[src/rtl/core/nlc_pkg.sv]
`default_nettype none

package nlc_pkg;

   localparam int unsigned CountWidth   = 24;
   localparam int unsigned LfsrWidth    = 15;
   localparam int unsigned LevelWidth   = 4;
   localparam int unsigned ElapsedWidth = 16;
   localparam int unsigned CodeWidth    = 3;
   localparam int unsigned ShiftWidth   = 4;
   localparam int unsigned CsrAddrWidth = 4;
   localparam int unsigned CsrDataWidth = 32;
   localparam int unsigned ShortTap     = 6;

   localparam logic [LfsrWidth-1:0] LfsrAllOnes = {LfsrWidth{1'b1}};

   localparam logic [1:0] RegDivisorCode = 2'd0;
   localparam logic [1:0] RegShortWidth  = 2'd1;
   localparam logic [1:0] RegPeriodShift = 2'd2;

   localparam logic CmdTick    = 1'b0;
   localparam logic CmdTrigger = 1'b1;

   typedef struct packed {
      logic [CodeWidth-1:0]  divisor_code;
      logic                  short_width_mode;
      logic [ShiftWidth-1:0] period_shift;
   } cfg_type;

   typedef struct packed {
      logic                    command;
      logic [ElapsedWidth-1:0] elapsed_cycles;
      logic                    channel_on;
      logic                    dac_enabled;
      logic [LevelWidth-1:0]   volume;
   } item_type;

   function automatic logic [LfsrWidth-1:0] lfsr_step(input logic [LfsrWidth-1:0] cur,
                                                      input logic short_mode);
      logic                 fb;
      logic [LfsrWidth-1:0] nxt;
      fb  = cur[0] ^ cur[1];
      nxt = {fb, cur[LfsrWidth-1:1]};
      if (short_mode) begin
         nxt[ShortTap] = fb;
      end
      return nxt;
   endfunction

endpackage

`default_nettype wire

[src/rtl/core/nlc_csr.sv]
`default_nettype none

module nlc_csr
   import nlc_pkg::*;
(
   input  wire logic                    clock,
   input  wire logic                    reset,
   input  wire logic                    psel,
   input  wire logic                    penable,
   input  wire logic                    pwrite,
   input  wire logic [CsrAddrWidth-1:0] paddr,
   input  wire logic [CsrDataWidth-1:0] pwdata,
   output logic      [CsrDataWidth-1:0] prdata,
   output logic                         pready,
   output cfg_type                      cfg
);

   cfg_type    cfg_ff, cfg_in;
   logic       wr_en;
   logic [1:0] reg_idx;

   assign pready  = 1'b1;
   assign wr_en   = psel && penable && pwrite && pready;
   assign reg_idx = paddr[CsrAddrWidth-1:2];

   always_comb begin
      cfg_in = cfg_ff;
      if (wr_en) begin
         unique case (reg_idx)
            RegDivisorCode: cfg_in.divisor_code     = pwdata[CodeWidth-1:0];
            RegShortWidth:  cfg_in.short_width_mode = pwdata[0];
            RegPeriodShift: cfg_in.period_shift     = pwdata[ShiftWidth-1:0];
            default:        cfg_in = cfg_ff;
         endcase
      end
   end

   always_ff @(posedge clock) begin
      if (reset) begin
         cfg_ff <= '0;
      end else begin
         cfg_ff <= cfg_in;
      end
   end

   always_comb begin
      prdata = '0;
      unique case (reg_idx)
         RegDivisorCode: prdata[CodeWidth-1:0]  = cfg_ff.divisor_code;
         RegShortWidth:  prdata[0]              = cfg_ff.short_width_mode;
         RegPeriodShift: prdata[ShiftWidth-1:0] = cfg_ff.period_shift;
         default:        prdata = '0;
      endcase
   end

   assign cfg = cfg_ff;

endmodule

`default_nettype wire

[src/rtl/core/nlc_step.sv]
`default_nettype none

module nlc_step
   import nlc_pkg::*;
#(
   parameter int unsigned DIVISOR_STEP = 16
)(
   input  wire logic                  clock,
   input  wire logic                  reset,
   input  wire logic                  fire,
   input  wire item_type              item,
   input  wire cfg_type               cfg,
   output logic      [LevelWidth-1:0] level,
   output logic                       stepped
);

   localparam int unsigned BaseMax   = DIVISOR_STEP * ((1 << CodeWidth) - 1);
   localparam int unsigned BaseWidth = $clog2(BaseMax + 1);
   localparam logic [BaseWidth-1:0] HalfStep = BaseWidth'(DIVISOR_STEP / 2);
   localparam logic [BaseWidth-1:0] StepVal  = BaseWidth'(DIVISOR_STEP);

   logic [CountWidth-1:0] period_count_ff, period_count_in;
   logic [LfsrWidth-1:0]  lfsr_ff, lfsr_in;
   logic [LevelWidth-1:0] held_level_ff, held_level_in;
   logic                  stepped_ff, stepped_in;

   logic [CountWidth-1:0] elapsed_ext;
   logic [BaseWidth-1:0]  base_div;
   logic [CountWidth-1:0] reload_val;
   logic [LfsrWidth-1:0]  lfsr_next;
   logic                  expire;

   assign elapsed_ext = CountWidth'(item.elapsed_cycles);
   assign expire      = elapsed_ext >= period_count_ff;

   always_comb begin
      if (cfg.divisor_code == '0) begin
         base_div = HalfStep;
      end else begin
         base_div = BaseWidth'(StepVal * BaseWidth'(cfg.divisor_code));
      end
   end

   assign reload_val = CountWidth'(base_div) << cfg.period_shift;
   assign lfsr_next  = lfsr_step(lfsr_ff, cfg.short_width_mode);

   always_comb begin
      period_count_in = period_count_ff;
      lfsr_in         = lfsr_ff;
      held_level_in   = held_level_ff;
      stepped_in      = stepped_ff;
      if (fire) begin
         stepped_in = 1'b0;
         priority if (item.command == CmdTrigger) begin
            lfsr_in = LfsrAllOnes;
         end else if (expire) begin
            period_count_in = reload_val;
            lfsr_in         = lfsr_next;
            held_level_in   = (item.channel_on && item.dac_enabled && !lfsr_next[0]) ?
                              item.volume : '0;
            stepped_in      = 1'b1;
         end else begin
            period_count_in = period_count_ff - elapsed_ext;
         end
      end
   end

   always_ff @(posedge clock) begin
      if (reset) begin
         period_count_ff <= '0;
         lfsr_ff         <= '0;
         held_level_ff   <= '0;
         stepped_ff      <= 1'b0;
      end else begin
         period_count_ff <= period_count_in;
         lfsr_ff         <= lfsr_in;
         held_level_ff   <= held_level_in;
         stepped_ff      <= stepped_in;
      end
   end

   assign level   = held_level_ff;
   assign stepped = stepped_ff;

   a_trigger_fills: assert property (@(posedge clock) disable iff (reset)
      fire && item.command == CmdTrigger |=> lfsr_ff == LfsrAllOnes && !stepped_ff)
      else $error("trigger did not fill lfsr");

   a_idle_holds: assert property (@(posedge clock) disable iff (reset)
      !fire |=> $stable(period_count_ff) && $stable(lfsr_ff) && $stable(held_level_ff))
      else $error("state moved without a transfer");

   a_step_reloads: assert property (@(posedge clock) disable iff (reset)
      fire && item.command == CmdTick && expire |=>
         stepped_ff && period_count_ff == $past(reload_val))
      else $error("expiry did not reload period");

   a_trigger_keeps_level: assert property (@(posedge clock) disable iff (reset)
      fire && item.command == CmdTrigger |=> $stable(held_level_ff) && $stable(period_count_ff))
      else $error("trigger changed level or period");

endmodule

`default_nettype wire

[src/rtl/core/noise_lfsr_channel.sv]
// Channel  Direction  Handshake          Payload
// req      in         req_valid/stall    command, elapsed_cycles, channel_on, dac_enabled, volume
// rsp      out        rsp_valid/stall    level, stepped
// csr      in         APB psel/penable   divisor_code @0x0, short_width_mode @0x4, period_shift @0x8
//
// One item per cycle sustained while rsp is not stalled; a transfer passes from req
// through the input register and then the state/result register to reach rsp.
// Synchronous reset clears config, period count, lfsr and level to zero.
// rsp stall backs up into the input register and then raises req_stall.
`default_nettype none

module noise_lfsr_channel
   import nlc_pkg::*;
#(
   parameter int unsigned DIVISOR_STEP = 16
)(
   input  wire logic                    clock,
   input  wire logic                    reset,

   input  wire logic                    req_valid,
   output logic                         req_stall,
   input  wire logic                    req_command,
   input  wire logic [ElapsedWidth-1:0] req_elapsed_cycles,
   input  wire logic                    req_channel_on,
   input  wire logic                    req_dac_enabled,
   input  wire logic [LevelWidth-1:0]   req_volume,

   output logic                         rsp_valid,
   input  wire logic                    rsp_stall,
   output logic      [LevelWidth-1:0]   rsp_level,
   output logic                         rsp_stepped,

   input  wire logic                    csr_psel,
   input  wire logic                    csr_penable,
   input  wire logic                    csr_pwrite,
   input  wire logic [CsrAddrWidth-1:0] csr_paddr,
   input  wire logic [CsrDataWidth-1:0] csr_pwdata,
   output logic      [CsrDataWidth-1:0] csr_prdata,
   output logic                         csr_pready
);

   cfg_type  cfg;
   item_type item_ff, item_in;
   logic     in_vld_ff, in_vld_in;
   logic     out_vld_ff, out_vld_in;
   logic     out_free;
   logic     fire;
   logic     req_take;

   assign out_free  = !out_vld_ff || !rsp_stall;
   assign fire      = in_vld_ff && out_free;
   assign req_stall = in_vld_ff && !out_free;
   assign req_take  = req_valid && !req_stall;

   always_comb begin
      item_in = item_ff;
      if (req_take) begin
         item_in.command        = req_command;
         item_in.elapsed_cycles = req_elapsed_cycles;
         item_in.channel_on     = req_channel_on;
         item_in.dac_enabled    = req_dac_enabled;
         item_in.volume         = req_volume;
      end
   end

   assign in_vld_in  = req_take || (in_vld_ff && !fire);
   assign out_vld_in = fire || (out_vld_ff && rsp_stall);

   always_ff @(posedge clock) begin
      item_ff <= item_in;
   end

   always_ff @(posedge clock) begin
      if (reset) begin
         in_vld_ff  <= 1'b0;
         out_vld_ff <= 1'b0;
      end else begin
         in_vld_ff  <= in_vld_in;
         out_vld_ff <= out_vld_in;
      end
   end

   nlc_csr u_csr (
      .clock   (clock),
      .reset   (reset),
      .psel    (csr_psel),
      .penable (csr_penable),
      .pwrite  (csr_pwrite),
      .paddr   (csr_paddr),
      .pwdata  (csr_pwdata),
      .prdata  (csr_prdata),
      .pready  (csr_pready),
      .cfg     (cfg)
   );

   nlc_step #(
      .DIVISOR_STEP (DIVISOR_STEP)
   ) u_step (
      .clock   (clock),
      .reset   (reset),
      .fire    (fire),
      .item    (item_ff),
      .cfg     (cfg),
      .level   (rsp_level),
      .stepped (rsp_stepped)
   );

   assign rsp_valid = out_vld_ff;

endmodule

`default_nettype wire
[config.mk]
export PLATFORM = sky130hd
export DESIGN_NAME = noise_lfsr_channel
export DESIGN_NICKNAME = d
export VERILOG_FILES = /design/src/rtl/core/nlc_pkg.sv /design/src/rtl/core/nlc_csr.sv /design/src/rtl/core/nlc_step.sv /design/src/rtl/core/noise_lfsr_channel.sv
export SDC_FILE = /design/constraint.sdc
export NUM_CORES = 1
export LEC_CHECK = 0
export BUFFER_PORTS_ARGS = -buffer_cell sky130_fd_sc_hd__buf_2
export CORE_MARGIN = 2
export CORE_UTILIZATION = 30
export DETAILED_ROUTE_END_ITERATION = 12
export SETUP_SLACK_MARGIN = 0.1
export SKIP_LAST_GASP = 1
export SYNTH_ARGS = -nofsm -noshare
export SYNTH_HDL_FRONTEND = slang
export SYNTH_SLANG_ARGS = --single-unit
[constraint.sdc]
create_clock -name clock -period 5.1 [get_ports clock]
set_input_delay 0 -clock clock [delete_from_list [all_inputs] [get_ports clock]]
set_output_delay 0 -clock clock [all_outputs]
set_load 0.01 [all_outputs]
# After elaboration in Yosys (flattened, before gate mapping)

Index checks and enable logic that the tools add are counted.
Widths: inputs -> output; s select.

Input bits: 66
Output and inout bits: 40
Register bits: 77

Add/subtract/negate cells: 1
Shift-type cells: 1
Eq/ne operators: 2
Bitwise gates (word level): 2
Mux-type cells: 11
Magnitude comparators: 1
Reductions and logical operators: 27

Operators by type and width:

| operator           | number |
|---|---|
| $mux 15            | 2 |
| $ge 16x24->1       | 1 |
| $mux 24            | 1 |
| $shl 7x4->24       | 1 |
| $sub 24x16->24     | 1 |
| $reduce_and 2->1   | 5 |
| $logic_and 1x1->1  | 9 |
| $mux 7             | 1 |
| $logic_not 1->1    | 6 |
| $mux 1             | 4 |
| $mux 4             | 1 |
| $pmux 2 s2         | 1 |
| $logic_not 3->1    | 1 |
| $logic_or 1x1->1   | 3 |
| $pmux 1 s3         | 1 |
| $reduce_and 3->1   | 1 |
| $eq 2x1->1 const B | 1 |
| $eq 2x2->1 const B | 1 |
| $logic_not 2->1    | 1 |
| $reduce_bool 2->1  | 1 |
| $not 1->1          | 1 |
| $xor 1x1->1        | 1 |

# Longest topological paths before layout

Depth after elaboration: 7
Depth in mapped cells: 13
Depth with buffers taken out: 11

# Cells and area by module

From an unflattened synthesis, not the netlist that was laid out.

Cell total of the unflattened synthesis: 506
Area, all modules: 4,494.3 um^2

Modules (own cells, without submodules):

| module             | seq. area each (um^2) | area an instance (um^2) | cells an instance | instances |
|---|---|---|---|---|
| nlc_step           | 880.8                 | 3,061.7                 | 398               | 1 |
| noise_lfsr_channel | 730.7                 | 777.0                   | 33                | 1 |
| nlc_csr            | 160.2                 | 655.6                   | 75                | 1 |

# Worst setup path before layout

OpenSTA, ideal clock, no wires.

Path type: reg-to-reg
Start point: register u_step.period_count_ff[0]
End point: register u_step.period_count_ff[5]
Required time: 5,012 ps
Library setup time: 88 ps
Cell stages (with the launch flop): 13
Slack: 2,437 ps
Arrival time: 2,575 ps
Cell sequence: dfxtp_1 -> inv_1 -> ha_1 -> inv_1 -> fa_1 -> a211oi_2 -> o21ai_2 -> a31oi_4 -> a21bo_1 -> nand2_1 -> buf_2 -> or4_4 -> a311oi_2

Longest elaborated chain between the ends: 2

Ends and longest elaborated chain:

| item                                                  | RTL line                       | RTL |
|---|---|---|
| start: declaration                                    | nlc_step.sv:22                 | `logic [CountWidth-1:0] period_count_ff, period_count_in;` |
| start signal: assignment                              | nlc_step.sv:75                 | `period_count_ff <= period_count_in;` |
| $sub 24x16->24 / $ge 16x24->1 (equally long branches) | nlc_step.sv:63, nlc_step.sv:34 |  |
| $mux 24 (*)                                           | nlc_step.sv:56                 | `end else if (expire) begin` |

Every way passes the cells marked *; elsewhere a longest branch is shown, timed or not.
A chain may end at the register's enable or synchronous reset.

# Worst setup path in the final report

Start point: register u_step.period_count_ff[0]
End point: register u_step.lfsr_ff[4]

Longest elaborated chain between the ends: 3

Ends and longest elaborated chain:

| item                        | RTL line       | RTL |
|---|---|---|
| $ge 16x24->1                | nlc_step.sv:34 | `assign expire = elapsed_ext >= period_count_ff;` |
| $reduce_bool 2->1 (no line) | n/a            |  |
| $reduce_and 2->1 (no line)  | n/a            |  |
| end signal: assignment      | nlc_step.sv:76 | `lfsr_ff <= lfsr_in;` |
| end: declaration            | nlc_step.sv:23 | `logic [LfsrWidth-1:0] lfsr_ff, lfsr_in;` |

Every way passes these cells.

==> results.sh <==
export IMPL_synthArstFlopShare_pct=0
export IMPL_insertedDiodeCount=0
export IMPL_worstSkewPairLatency_ns=0.34
export IMPL_hp_class="primary input to flop"
export IMPL_clock_power_share_pct=40.0
export IMPL_worst_slew_pin_slew_ns=1.096
export IMPL_critPathArrivalTime_ns=3.53
export IMPL_wl_per_cell_um=14.16
export IMPL_synth_seq_cells=77
export IMPL_track_usage_pct=13.34
export IMPL_worstSetupStartpointType="flop"
export IMPL_synth_avg_cell_area_um2=9.085
export IMPL_die_area_um2=15830
export IMPL_crit_fanout=15
export IMPL_pwr_density_cell_nw_per_um2=310.5
export IMPL_switching_share_pct=28.66
export IMPL_postRouteAntennaNets=0
export IMPL_clkSlewWorstSetupHoldPaths_ns=0.06
export IMPL_setup_tns_ns=0
export IMPL_fin_area_um2=5286
export IMPL_grt_setup_unrepaired="false"
export IMPL_multiInputGateArea_um2=2349
export IMPL_syn_to_final_growth_pct=18.75
export IMPL_fp_dieW_um=125.8
export IMPL_setup_slack_ns=1.857
export IMPL_switchingPower_mw=0.4705
export IMPL_ys_flop_type="dfxtp_1"
export IMPL_placementRows=44
export IMPL_drt_first_pass_iters=4
export IMPL_via_count=3731
export IMPL_grt_pass1_vias=3579
export IMPL_cts_root_buf="clkbuf_16"
export IMPL_yosysWarnings=0
export IMPL_synth_top_area_cell="dfxtp_1"
export IMPL_hold_slack_ns=0.006001
export IMPL_seqCellArea_um2=1772
export IMPL_nFillCells=1470
export IMPL_clock_sinks=77
export IMPL_synth_top_area_share_pct=24.28
export IMPL_syn_inst=490
export IMPL_synth_distinct_cells=67
export IMPL_crit_path_end_kind="flop"
export IMPL_grt_pass1_wl_um=17260
export IMPL_port_buffers=46
export IMPL_placed_cells=692
export IMPL_finalWirelength_um=10430
export IMPL_yosysMostFrequentCell="dfxtp_1"
export IMPL_start_util_pct=30.63
export IMPL_cp_required_ns=5.38
export IMPL_grt_max_degree=44
export IMPL_gp_congestion=0.8569
export IMPL_fin_crit_ns=3.243
export IMPL_finalPower_mw=1.642
export IMPL_core_um2=14530
export IMPL_dpl_cell_area_um2=4690
export IMPL_vias_per_cell=5.062
export IMPL_mappedNetlistArea_um2=4452
export IMPL_status="complete, no violations"
export IMPL_nets=631
export IMPL_cts_path_max_buffers=2
export IMPL_maxSlewViolCount=0
export IMPL_drc_errors=0
export IMPL_finalClockSkew_ns=0.01068
export IMPL_combPwrFrac_pct=17.9
export IMPL_die_h_um=125.8
export IMPL_cts_made_buffers=9
export IMPL_final_cells=737
export IMPL_cts_tree="done"
export IMPL_synth_area_leaders="dfxtp_1 24%, edfxtp_1 16%, buf_4 4.9%, ha_1 4.5%, nand2_1 3.8%"
export IMPL_peakVddDrop_mv=0.1294
export IMPL_utilization_pct=36.37
export IMPL_hpwlAfterDp_um=7266
export IMPL_relSlewSlack_pct=26.96
export IMPL_drt_initial_drc_count=185
export IMPL_htree_levels=3
export IMPL_max_cap_violations=0
export IMPL_intPower_mw=1.171
export IMPL_hold_viol_final=0
export IMPL_setup_violations_final=0
export IMPL_finalCritPeriodShare_pct=63.59
export IMPL_fmax_mhz=308.4
export IMPL_p_seq_share_pct=42.0
export IMPL_synth_common_cells="54 x dfxtp_1, 45 x nand2_1, 37 x nor2_1, 31 x a21oi_1, 29 x buf_4"
export IMPL_grt_overflow_total=0
export IMPL_antenna_found_initial=0
export IMPL_drive_gt1_share_pct=16.64
export IMPL_io_pin_count=106
export IMPL_dp_slack_ns=1.858
export IMPL_critPathKind="flop to flop"
export IMPL_yosysSeqAreaShare_pct=39.80
export IMPL_synth_edf_count=23
export IMPL_p_leak_nw=2.097
-- logic make-up after synthesis --
family	share of synthesized area, %
compound gates	19.87
xor+xnor	2.558
fa+ha+maj	4.947
buf+inv	9.780
flops	39.80
mux	3.878
other cells	0.1687
simple gates	19.00
-- cell usage in the layout, fill, tap and decap left out, types with 6 or more instances in the layout --
cell | synthesis | final
dfxtp_1 | 54 | 54
buf_2 | 11 | 46
nand2_1 | 45 | 45
nor2_1 | 37 | 37
a21oi_1 | 31 | 31
conb_1 | 2 | 29
dlygate4sd3_1 | 0 | 29
edfxtp_1 | 23 | 23
inv_1 | 22 | 22
nand3_1 | 22 | 22
ha_1 | 16 | 16
mux2i_1 | 15 | 15
o221a_2 | 15 | 15
o21ai_0 | 13 | 13
nor3_1 | 12 | 12
xnor2_1 | 9 | 9
clkbuf_16 | 0 | 9
or3_1 | 7 | 7
or4_1 | 7 | 7
a311oi_1 | 7 | 7
nor4_1 | 6 | 6
-- routing by layer --
metal / up-vias / GRT usage, % / wire (um)
li1: 1849 / - / -
met1: 1758 / 17.37 / 4994
met2: 113 / 21.65 / 4830
met3: 11 / 1.784 / 431
met4: 0 / 6.917 / 178
met5: - / 0 / 0
-- repair_timing --
item                      4_1_cts  5_1_grt
hold buffers                   29        0
setup buffers                   0        0
hold endpoints to repair       33        0
resized for setup               0        0
-- path summary, 6_finish.rpt --
| check | endpoint | cells past startpoint | from | slack, ns |
|---|---|---|---|---|
| hold reg to reg | u_step.level[3] | 2 | u_step.level[3] | 0.45 |
| setup / recovery | u_step.lfsr_ff[4] | 11 | u_step.period_count_ff[0] | 1.86 |
| setup reg to reg | u_step.lfsr_ff[4] | 11 | u_step.period_count_ff[0] | 1.86 |
| hold / removal | u_csr.cfg[4] | 3 | csr_paddr[2] | 0.006 |
-- area by class of cell --
class / instances / area share, %
clock buffers: 9 / 4.260
flip-flops and latches: 77 / 33.51
repair buffers: 78 / 10.27
well taps: 184 / 4.355
clock inverters: 7 / 1.538
multi-input cells: 359 / 44.43
inverters: 23 / 1.633
-- power groups by stage --
stage / Sequential, mW / Combinational (mW) / Clock, mW
4_1_cts: 0.690 / 0.293 / 0.671
3_3_place_gp: 0.701 / 0.270 / 0
2_1_floorplan: 0.697 / 0.232 / 0
6_report: 0.690 / 0.294 / 0.657
3_5_place_dp: 0.702 / 0.275 / 0
5_1_grt: 0.694 / 0.329 / 0.692
-- flip-flops by register name, indices dropped and copies added (netlist names) --
| name | flops |
|---|---|
| u_step.period_count_ff | 24 |
| item_ff | 23 |
| u_step.lfsr_ff | 15 |
| u_csr.cfg | 8 |
| u_step.level | 4 |
| in_vld_ff | 1 |
| rsp_valid | 1 |
| u_step.stepped | 1 |
-- critical path, stage by stage, from the launching register on --
cell and delay, ns:
dfxtp_1 0.31, inv_1 0.05, ha_1 0.14, inv_1 0.05
fa_1 0.43, a211oi_2 0.33, o21ai_2 0.15, a31oi_4 0.20
a21bo_1 0.17, nand2_1 0.10, a21oi_1 0.89, o221a_2 0.37
Note: power is estimated with default switching activity, not from simulation.
